## config.mk

```make
export PLATFORM = sky130hd
export DESIGN_NAME = aabb_collision_resolver_core_flat
export DESIGN_NICKNAME = d
export VERILOG_FILES = /design/src/sv/aabbcr_pkg.sv /design/src/sv/aabbcr_channels.sv /design/src/sv/aabbcr_in_stage.sv /design/src/sv/aabbcr_resolve.sv /design/src/sv/aabb_collision_resolver_core.sv /design/src/flat_wrapper.sv
export VERILOG_INCLUDE_DIRS = /design/src /design/src/sv
export SDC_FILE = /design/constraint.sdc
export NUM_CORES = 1
export LEC_CHECK = 0
export BUFFER_PORTS_ARGS = -buffer_cell sky130_fd_sc_hd__buf_4
export CAP_MARGIN = 20
export CORE_MARGIN = 3
export CORE_UTILIZATION = 50
export DETAILED_ROUTE_END_ITERATION = 6
export HOLD_SLACK_MARGIN = 0.12
export PLACE_DENSITY_LB_ADDON = 0.12
export SLEW_MARGIN = 30
export SYNTH_ARGS = -nofsm -noshare
export SYNTH_HDL_FRONTEND = slang
export SYNTH_SLANG_ARGS = --single-unit
```

## constraint.sdc

```tcl
create_clock -name clock -period 8.35 [get_ports clock]
set_input_delay 1.2525 -clock clock [delete_from_list [all_inputs] [get_ports clock]]
set_output_delay 1.2525 -clock clock [all_outputs]
set_load 0.01 [all_outputs]
```

## src/sv/aabb_collision_resolver_core_defines.svh

```systemverilog
// Assertion macros used by the collision resolver top level.
`ifndef AABB_COLLISION_RESOLVER_CORE_DEFINES_SVH
`define AABB_COLLISION_RESOLVER_CORE_DEFINES_SVH

// Same-cycle implication, disabled during reset.
`define AABBCR_ASSERT_NOW(label, clk, rst, ante, cons) \
   label: assert property (@(posedge clk) disable iff (rst) (ante) |-> (cons)) \
      else $error("aabbcr assertion failed");

// Next-cycle implication, disabled during reset.
`define AABBCR_ASSERT_NEXT(label, clk, rst, ante, cons) \
   label: assert property (@(posedge clk) disable iff (rst) (ante) |=> (cons)) \
      else $error("aabbcr assertion failed");

`endif

```

## src/sv/aabbcr_pkg.sv

```systemverilog
// Types, constants and helper functions for the collision resolver.
package aabbcr_pkg;

   localparam int COORD_WIDTH = 16;
   localparam int FIELD_W     = 16;
   localparam int SIZE_W      = 15;
   localparam int ID_W        = 16;
   localparam int MAX_W       = (COORD_WIDTH > FIELD_W) ? COORD_WIDTH : FIELD_W;
   localparam int EXT_W       = MAX_W + 3;

   localparam logic signed [EXT_W-1:0] COORD_MAX =
      {{(EXT_W-COORD_WIDTH+1){1'b0}}, {(COORD_WIDTH-1){1'b1}}};
   localparam logic signed [EXT_W-1:0] COORD_MIN = ~COORD_MAX;

   typedef logic signed [COORD_WIDTH-1:0] coord_type;
   typedef logic signed [FIELD_W-1:0]     field_type;
   typedef logic        [SIZE_W-1:0]      size_type;
   typedef logic        [ID_W-1:0]        id_type;
   typedef logic signed [EXT_W-1:0]       ext_type;

   typedef enum logic {
      CMD_START    = 1'b0,
      CMD_OBSTACLE = 1'b1
   } aabbcr_cmd_type;

   typedef struct packed {
      aabbcr_cmd_type command;
      field_type      pos_x;
      field_type      pos_y;
      size_type       size_w;
      size_type       size_h;
      field_type      vel_x;
      field_type      vel_y;
      id_type         body_id;
      logic           stationary;
   } aabbcr_item_type;

   typedef struct packed {
      coord_type cur_x;
      coord_type cur_y;
      field_type cur_vx;
      field_type cur_vy;
      size_type  mover_w;
      size_type  mover_h;
      id_type    mover_id;
      logic      is_stationary;
      logic      landed;
   } aabbcr_state_type;

   typedef struct packed {
      field_type out_x;
      field_type out_y;
      field_type out_vel_x;
      field_type out_vel_y;
      logic      floored;
   } aabbcr_rsp_type;

   localparam aabbcr_state_type STATE_RESET = '{
      cur_x: '0, cur_y: '0, cur_vx: '0, cur_vy: '0, mover_w: '0, mover_h: '0,
      mover_id: '0, is_stationary: 1'b1, landed: 1'b0};

   function automatic ext_type ext_coord(coord_type v);
      return EXT_W'(v);
   endfunction

   function automatic ext_type ext_field(field_type v);
      return EXT_W'(v);
   endfunction

   function automatic ext_type ext_size(size_type v);
      return ext_type'({{(EXT_W-SIZE_W){1'b0}}, v});
   endfunction

   function automatic coord_type sat_coord(ext_type v);
      coord_type r;
      if (v > COORD_MAX) begin
         r = COORD_MAX[COORD_WIDTH-1:0];
      end else if (v < COORD_MIN) begin
         r = COORD_MIN[COORD_WIDTH-1:0];
      end else begin
         r = v[COORD_WIDTH-1:0];
      end
      return r;
   endfunction

   function automatic field_type coord_to_field(coord_type v);
      ext_type e;
      e = ext_coord(v);
      return e[FIELD_W-1:0];
   endfunction

endpackage

```

## src/sv/aabbcr_channels.sv

```systemverilog
// Valid/ready channel interfaces for the resolver's item and result streams.
interface aabbcr_req_if
   import aabbcr_pkg::*;
   ();
   logic           valid;
   logic           ready;
   aabbcr_cmd_type command;
   field_type      pos_x;
   field_type      pos_y;
   size_type       size_w;
   size_type       size_h;
   field_type      vel_x;
   field_type      vel_y;
   id_type         body_id;
   logic           stationary;

   modport source (output valid, command, pos_x, pos_y, size_w, size_h, vel_x, vel_y,
                   body_id, stationary, input ready);
   modport sink (input valid, command, pos_x, pos_y, size_w, size_h, vel_x, vel_y,
                 body_id, stationary, output ready);
endinterface

interface aabbcr_rsp_if
   import aabbcr_pkg::*;
   ();
   logic      valid;
   logic      ready;
   field_type out_x;
   field_type out_y;
   field_type out_vel_x;
   field_type out_vel_y;
   logic      floored;

   modport source (output valid, out_x, out_y, out_vel_x, out_vel_y, floored,
                   input ready);
   modport sink (input valid, out_x, out_y, out_vel_x, out_vel_y, floored,
                 output ready);
endinterface

```

## src/sv/aabbcr_in_stage.sv

```systemverilog
// Input register stage: captures one item and holds it until the datapath takes it.
module aabbcr_in_stage
   import aabbcr_pkg::*;
   (
   input  logic            clock,
   input  logic            reset,
   aabbcr_req_if.sink      req_chan,
   input  logic            advance,
   output logic            item_valid,
   output aabbcr_item_type item
   );

   logic            in_v_ff, in_v_in;
   aabbcr_item_type item_ff, item_in;
   logic            accept;

   assign req_chan.ready = !in_v_ff || advance;
   assign accept         = req_chan.valid && req_chan.ready;

   always_comb begin
      item_in = item_ff;
      in_v_in = in_v_ff;
      if (accept) begin
         in_v_in            = 1'b1;
         item_in.command    = req_chan.command;
         item_in.pos_x      = req_chan.pos_x;
         item_in.pos_y      = req_chan.pos_y;
         item_in.size_w     = req_chan.size_w;
         item_in.size_h     = req_chan.size_h;
         item_in.vel_x      = req_chan.vel_x;
         item_in.vel_y      = req_chan.vel_y;
         item_in.body_id    = req_chan.body_id;
         item_in.stationary = req_chan.stationary;
      end else if (advance) begin
         in_v_in = 1'b0;
      end
   end

   always_ff @(posedge clock) begin
      if (reset) begin
         in_v_ff <= 1'b0;
      end else begin
         in_v_ff <= in_v_in;
      end
      item_ff <= item_in;
   end

   assign item_valid = in_v_ff;
   assign item       = item_ff;

endmodule

```

## src/sv/aabbcr_resolve.sv

```systemverilog
// Next mover state for one item: load on start, overlap test and push on obstacle.
module aabbcr_resolve
   import aabbcr_pkg::*;
   (
   input  aabbcr_item_type  item,
   input  aabbcr_state_type state,
   output aabbcr_state_type next_state
   );

   ext_type x, y, w, h, vx, vy, px, py, sw, sh;
   logic    overlap, hit;

   always_comb begin
      x  = ext_coord(state.cur_x);
      y  = ext_coord(state.cur_y);
      w  = ext_size(state.mover_w);
      h  = ext_size(state.mover_h);
      vx = ext_field(state.cur_vx);
      vy = ext_field(state.cur_vy);
      px = ext_field(item.pos_x);
      py = ext_field(item.pos_y);
      sw = ext_size(item.size_w);
      sh = ext_size(item.size_h);

      overlap = (x < px + sw) && (x + w > px) && (y < py + sh) && (y + h > py);
      hit     = (item.command == CMD_OBSTACLE) && !state.is_stationary &&
                (item.body_id != state.mover_id) && overlap;

      next_state = state;
      if (item.command == CMD_START) begin
         next_state.cur_x         = sat_coord(px);
         next_state.cur_y         = sat_coord(py);
         next_state.cur_vx        = item.vel_x;
         next_state.cur_vy        = item.vel_y;
         next_state.mover_w       = item.size_w;
         next_state.mover_h       = item.size_h;
         next_state.mover_id      = item.body_id;
         next_state.is_stationary = item.stationary;
         next_state.landed        = 1'b0;
      end else if (hit) begin
         priority if (x + w - vx - ext_type'(1) < px) begin
            next_state.cur_x  = sat_coord(px - w);
            next_state.cur_vx = '0;
         end else if (px + sw - ext_type'(1) < x - vx) begin
            next_state.cur_x  = sat_coord(px + sw);
            next_state.cur_vx = '0;
         end else if (y - vy < py) begin
            next_state.cur_y  = sat_coord(py - h);
            next_state.cur_vy = '0;
            next_state.landed = 1'b1;
         end else begin
            next_state.cur_y  = sat_coord(py + sh);
            next_state.cur_vy = '0;
         end
      end
   end

endmodule

```

## src/sv/aabb_collision_resolver_core.sv

```systemverilog
// Top level of the axis-aligned box collision resolver.
// Usage:
//   req_chan carries items: a start item (command 0) loads the mover's position,
//   size, velocity, id and stationary flag and clears floored; each following
//   obstacle item (command 1) is checked against the running mover position and
//   pushes a non-stationary mover with another id out of the box on overlap.
//   rsp_chan returns one result per item: mover position, velocity and floored
//   as they stand after that item.
// Pipeline: the accepting edge loads the input register, and the mover state and
//   result register load from it once the result register is empty or being taken.
// Throughput: 1 item per cycle unless rsp_chan stalls; the mover state updates in
//   the same cycle the result register loads, so dependent obstacles follow at once.
// Reset: synchronous, active high; clears both stages and sets the mover to
//   stationary at the origin, so obstacles before a start leave it unchanged.
// Stall: when rsp_chan.ready is low the result holds; one more item waits in the
//   input register, then req_chan.ready drops until the result is taken.
module aabb_collision_resolver_core
   import aabbcr_pkg::*;
   (
   input  logic        clock,
   input  logic        reset,
   aabbcr_req_if.sink  req_chan,
   aabbcr_rsp_if.source rsp_chan
   );

`include "aabb_collision_resolver_core_defines.svh"

   aabbcr_item_type  item;
   logic             item_valid;
   logic             advance;
   aabbcr_state_type state_ff, state_in, next_state;
   aabbcr_rsp_type   rsp_ff, rsp_in;
   logic             out_v_ff, out_v_in;

   aabbcr_in_stage u_in_stage (
      .clock      (clock),
      .reset      (reset),
      .req_chan   (req_chan),
      .advance    (advance),
      .item_valid (item_valid),
      .item       (item)
   );

   aabbcr_resolve u_resolve (
      .item       (item),
      .state      (state_ff),
      .next_state (next_state)
   );

   assign advance = item_valid && (!out_v_ff || rsp_chan.ready);

   always_comb begin
      state_in = state_ff;
      rsp_in   = rsp_ff;
      out_v_in = out_v_ff;
      if (advance) begin
         state_in         = next_state;
         out_v_in         = 1'b1;
         rsp_in.out_x     = coord_to_field(next_state.cur_x);
         rsp_in.out_y     = coord_to_field(next_state.cur_y);
         rsp_in.out_vel_x = next_state.cur_vx;
         rsp_in.out_vel_y = next_state.cur_vy;
         rsp_in.floored   = next_state.landed;
      end else if (rsp_chan.ready) begin
         out_v_in = 1'b0;
      end
   end

   always_ff @(posedge clock) begin
      if (reset) begin
         state_ff <= STATE_RESET;
         out_v_ff <= 1'b0;
      end else begin
         state_ff <= state_in;
         out_v_ff <= out_v_in;
      end
      rsp_ff <= rsp_in;
   end

   assign rsp_chan.valid     = out_v_ff;
   assign rsp_chan.out_x     = rsp_ff.out_x;
   assign rsp_chan.out_y     = rsp_ff.out_y;
   assign rsp_chan.out_vel_x = rsp_ff.out_vel_x;
   assign rsp_chan.out_vel_y = rsp_ff.out_vel_y;
   assign rsp_chan.floored   = rsp_ff.floored;

   `AABBCR_ASSERT_NOW(a_ready_when_empty, clock, reset, !out_v_ff, req_chan.ready)
   `AABBCR_ASSERT_NOW(a_floored_tracks_state, clock, reset, out_v_ff,
      rsp_chan.floored == state_ff.landed)
   `AABBCR_ASSERT_NEXT(a_start_clears_floored, clock, reset,
      advance && item.command == CMD_START, !state_ff.landed)
   `AABBCR_ASSERT_NEXT(a_stationary_holds, clock, reset,
      advance && item.command == CMD_OBSTACLE && state_ff.is_stationary,
      $stable(state_ff))

endmodule
```

## src/flat_wrapper.sv

```systemverilog
// flat-port wrapper written by rule: the top's interface ports become plain ports
module aabb_collision_resolver_core_flat import aabbcr_pkg::*;
  (clock, reset, req_chan_valid, req_chan_command, req_chan_pos_x, req_chan_pos_y, req_chan_size_w, req_chan_size_h, req_chan_vel_x, req_chan_vel_y, req_chan_body_id, req_chan_stationary, req_chan_ready, rsp_chan_valid, rsp_chan_out_x, rsp_chan_out_y, rsp_chan_out_vel_x, rsp_chan_out_vel_y, rsp_chan_floored, rsp_chan_ready);
  aabbcr_req_if req_chan_i ();
  aabbcr_rsp_if rsp_chan_i ();
  input  logic clock;
  input  logic reset;
  input wire logic [$bits(req_chan_i.valid)-1:0] req_chan_valid;
  input wire logic [$bits(req_chan_i.command)-1:0] req_chan_command;
  input wire logic [$bits(req_chan_i.pos_x)-1:0] req_chan_pos_x;
  input wire logic [$bits(req_chan_i.pos_y)-1:0] req_chan_pos_y;
  input wire logic [$bits(req_chan_i.size_w)-1:0] req_chan_size_w;
  input wire logic [$bits(req_chan_i.size_h)-1:0] req_chan_size_h;
  input wire logic [$bits(req_chan_i.vel_x)-1:0] req_chan_vel_x;
  input wire logic [$bits(req_chan_i.vel_y)-1:0] req_chan_vel_y;
  input wire logic [$bits(req_chan_i.body_id)-1:0] req_chan_body_id;
  input wire logic [$bits(req_chan_i.stationary)-1:0] req_chan_stationary;
  output wire logic [$bits(req_chan_i.ready)-1:0] req_chan_ready;
  output wire logic [$bits(rsp_chan_i.valid)-1:0] rsp_chan_valid;
  output wire logic [$bits(rsp_chan_i.out_x)-1:0] rsp_chan_out_x;
  output wire logic [$bits(rsp_chan_i.out_y)-1:0] rsp_chan_out_y;
  output wire logic [$bits(rsp_chan_i.out_vel_x)-1:0] rsp_chan_out_vel_x;
  output wire logic [$bits(rsp_chan_i.out_vel_y)-1:0] rsp_chan_out_vel_y;
  output wire logic [$bits(rsp_chan_i.floored)-1:0] rsp_chan_floored;
  input wire logic [$bits(rsp_chan_i.ready)-1:0] rsp_chan_ready;
  assign req_chan_i.valid = req_chan_valid;
  assign req_chan_i.command = req_chan_command;
  assign req_chan_i.pos_x = req_chan_pos_x;
  assign req_chan_i.pos_y = req_chan_pos_y;
  assign req_chan_i.size_w = req_chan_size_w;
  assign req_chan_i.size_h = req_chan_size_h;
  assign req_chan_i.vel_x = req_chan_vel_x;
  assign req_chan_i.vel_y = req_chan_vel_y;
  assign req_chan_i.body_id = req_chan_body_id;
  assign req_chan_i.stationary = req_chan_stationary;
  assign req_chan_ready = req_chan_i.ready;
  assign rsp_chan_valid = rsp_chan_i.valid;
  assign rsp_chan_out_x = rsp_chan_i.out_x;
  assign rsp_chan_out_y = rsp_chan_i.out_y;
  assign rsp_chan_out_vel_x = rsp_chan_i.out_vel_x;
  assign rsp_chan_out_vel_y = rsp_chan_i.out_vel_y;
  assign rsp_chan_floored = rsp_chan_i.floored;
  assign rsp_chan_i.ready = rsp_chan_ready;
  aabb_collision_resolver_core u_core (.clock(clock), .reset(reset), .req_chan(req_chan_i), .rsp_chan(rsp_chan_i));
endmodule
```

==> flow_summary.json <==
{
  "outcome": "complete, but fails checks",
  "violations": "design-rule violations",
  "drt-total-wl_mm": 59.8,
  "wl_met1_mm": 23.9,
  "gp_congestion": 0.917,
  "setup-tns-final_ns": 0,
  "post_cts.repair.setup_buffers": 0,
  "wl_per_cell_um": 20.1,
  "fmax_ghz": 0.134,
  "diodes": 0,
  "fillers": 3666,
  "grt_util_all_layers_pct": 26.6,
  "clockBufferDepth": 3,
  "drc": 4,
  "dp_hpwl_mm": 45.3,
  "cts_resized": 0,
  "power_leakage_nw": 10.2,
  "dpl_worst_slack_ns": 1.10,
  "cp_common_cell": "o21ai_0",
  "hold_viol_final": 0,
  "synthAdderAreaFrac_pct": 16.2,
  "rows": 74,
  "setup.worst_path.class": "flop to flop",
  "synth_top_family_by_area": "compound AO/OA/AOI/OAI gates",
  "synth_cells": 2257,
  "place_area_sq_um": 22900,
  "grt_max_degree": 87,
  "insertion_delay_ns": 0.57,
  "p_per_area_nw_per_um2": 201,
  "layout-drive-gt1-share_pct": 12.8,
  "ant_nets": 0,
  "yosysSeqAreaShare_pct": 36.3,
  "drtPass1Iterations": 7,
  "worstPathRequired_ns": 8.76,
  "drt_iter0_markers": 1236,
  "antenna_found_initial": 0,
  "met2_length_mm": 29.6,
  "synth_warnings": 0,
  "cp.buffers_inverters": 3,
  "avgSynthCellArea_sq_um": 9.28,
  "final_area_sq_um": 24100,
  "max-cap-violations": 0,
  "min_period_ns": 7.48,
  "path_max_fanout": 13,
  "synth_xor_area_share_pct": 5.84,
  "cp_top_family": "compound AO/OA/AOI/OAI gates",
  "vias": 17784,
  "cts_sinks": 291,
  "start_util_pct": 51.0,
  "final_max_slew_viol_count": 0,
  "io_buffers": 182,
  "finalSetupViolations": 0,
  "clkTransAtPathRegs_ns": 0.06,
  "tightest_slew_ns": 0.986,
  "areaGrowthSynthToFinish_pct": 14.8,
  "rsz0062_at_grt": "false",
  "synth_edf_count": 177,
  "crit_path_end_kind": "flop",
  "tritoncts": "yes",
  "h-tree-depth": 2,
  "grt_overflow": 0,
  "synth-simple-area-share_pct": 13.2,
  "relSlewSlack_pct": 33.9,
  "hp-class": "flop to flop",
  "synth_mux_area_share_pct": 0.872,
  "setup_slack_ns": 0.870,
  "top_layer": "met4",
  "synth_seq_cells": 291,
  "wl_met3_mm": 2.77,
  "synth.distinct_cells": 81,
  "finalCritPeriodShare_pct": 89.6,
  "cpPeakStageDelay_ns": 0.75,
  "cts_buffers": 36,
  "synth_compound_area_share_pct": 23.2,
  "io_pins": 183,
  "synth_top_flop_cell": "edfxtp_1",
  "cts-root-buf": "clkbuf_16",
  "cp_slowest_cell": "nor2_1",
  "ir_worst_vdd_v": 0.000161,
  "viasPerCell": 5.97,
  "crit_path_start_kind": "flop",
  "ys_async_sr_fraction_pct": 0,
  "arrival_ns": 7.89,
  "die-area_sq_um": 44400,
  "synthesis.area_sq_um": 21000,
  "total_power_mw": 4.83,
  "syn-num-nets": 2638,
  "grt_pass1_wl_mm": 93.7,
  "first_global_vias": 17533,
  "core_sq_um": 41100,
  "layout.nets": 2800,
  "die_w_um": 211,
  "die_h_um": 211,
  "final.setup_skew_ns": 0.0324,
  "cts_hold_buf": 0
}
registers in the layout (all words and copies together), names as in the netlist:
name / count
u_core.rsp_chan.floored: 1
u_core.state_ff: 112
u_core.rsp_chan.out_x: 16
u_core.rsp_chan.out_y: 16
u_core.rsp_chan.out_vel_x: 16
u_core.u_in_stage.item: 112
u_core.rsp_chan.valid: 1
u_core.rsp_chan.out_vel_y: 16
u_core.u_in_stage.item_valid: 1
path summary, 6_finish.rpt:
check	from	endpoint	slack [ns]	cells past startpoint
worst max-delay path	u_core.state_ff[97]$_SDFFE_PP0P_	u_core.rsp_chan.out_x[4]$_DFFE_PP_	0.87	31
worst min-delay path	u_core.state_ff[2]$_SDFFE_PP0P_	u_core.state_ff[2]$_SDFFE_PP0P_	0.47	2
worst max register to register	u_core.state_ff[97]$_SDFFE_PP0P_	u_core.rsp_chan.out_x[4]$_DFFE_PP_	0.87	31
worst min register to register	u_core.state_ff[2]$_SDFFE_PP0P_	u_core.state_ff[2]$_SDFFE_PP0P_	0.47	2
Yosys cell counts (11+ instances only):
master | instances | share of area [%]
ha_1 | 256 | 15
a21oi_1 | 236 | 5.6
nand2_1 | 186 | 3.3
edfxtp_1 | 177 | 25
inv_1 | 157 | 2.8
nor2_1 | 132 | 2.4
dfxtp_1 | 114 | 11
xnor2_1 | 87 | 3.6
o21ai_0 | 80 | 1.9
a21o_1 | 69 | 2.5
clkbuf_1 | 69 | 1.2
nand3_1 | 62 | 1.5
a211oi_1 | 56 | 2.0
xor2_1 | 50 | 2.1
nor2b_1 | 42 | 1.3
nor3_1 | 41 | 0.98
o21a_1 | 39 | 1.4
a31oi_1 | 38 | 1.1
nand2b_1 | 27 | 0.81
o21bai_1 | 22 | 0.79
nor4_1 | 21 | 0.63
nand4_1 | 17 | 0.51
mux2i_1 | 16 | 0.76
o221a_2 | 16 | 0.86
a31o_2 | 15 | 0.63
and3_1 | 14 | 0.42
o31ai_1 | 14 | 0.50
o211ai_1 | 13 | 0.47
a21boi_0 | 12 | 0.43
a221oi_1 | 11 | 0.46
a22oi_1 | 11 | 0.39
worst register-to-register path: cells and delay by family, from the launching register on:
family | cells | cell delay, ns
AOI/OAI and AO/OA | 15 | 2.71
and+or+nand+nor | 9 | 2.30
adders and majority gates | 3 | 0.94
buffers and inverters | 3 | 0.64
DFF | 1 | 0.53
xor gates and xnor gates | 1 | 0.20
through the flow:
stage | cells | hold WS [ns] | util [%]
floorplan | 2257 | 0.434 | -
detailed placement | 2913 | 0.459 | 55.6
finish | 2979 | 0.467 | 58.5
CTS | 2979 | 0.466 | 58.5
global route | 2979 | 0.478 | 58.5
global placement | 2913 | 0.454 | 55.6
routing by layer:
layer | track usage (%) | vias to the layer above
li1 | - | 8733
met1 | 31.1 | 8371
met2 | 47.7 | 525
met3 | 3.34 | 155
met4 | 14.4 | 0
met5 | 0 | -
cell type report:
class | count | area (sq um) | area share, %
clock buffers | 49 | 1010 | 4.20
multi-input cells | 1731 | 12500 | 51.9
inverters | 158 | 594 | 2.47
repair buffers | 201 | 1510 | 6.29
flip-flops and latches | 291 | 7600 | 31.6
well taps | 532 | 666 | 2.77
clock inverters | 17 | 190 | 0.790
where the power goes:
| part | switching (mW) | internal [mW] | leakage [nW] |
|---|---|---|---|
| sequential | 0.0666 | 1.61 | 2.64 |
| combinational | 0.923 | 0.654 | 7.00 |
| clock | 0.645 | 0.925 | 0.585 |
logic make-up (layout without fill, tap and decap cells):
logic type               Yosys count  after routing
AND/OR/NAND/NOR                  584            584
AO/OA/AOI/OAI                    725            725
flip-flops                       291            291
XOR/XNOR                         138            138
buffers and inverters            235            425
adder cells (fa/ha/maj)          266            266
multiplexers                      18             18
placed cells by master (no fill, tap or decap), types with 9 or more instances in the layout:
cell type / count
buf_4: 200
o221a_2: 16
o21a_1: 39
nor2b_1: 42
o21ai_0: 79
nand2b_1: 26
a31o_2: 15
a211oi_1: 56
a21o_1: 69
a221oi_1: 11
nor4_1: 21
nor3_1: 39
dfxtp_1: 114
ha_1: 256
o21bai_1: 22
fa_1: 9
a21oi_1: 236
a31oi_1: 38
o31ai_1: 14
and3_1: 14
xor2_1: 50
nor2_1: 131
o211ai_1: 13
inv_1: 156
xnor2_1: 87
clkbuf_16: 37
edfxtp_1: 177
mux2i_1: 16
a21boi_0: 12
nand3_1: 62
a22oi_1: 11
nand4_1: 17
nand2_1: 185
No activity file was read; power rests on OpenSTA's default activity.
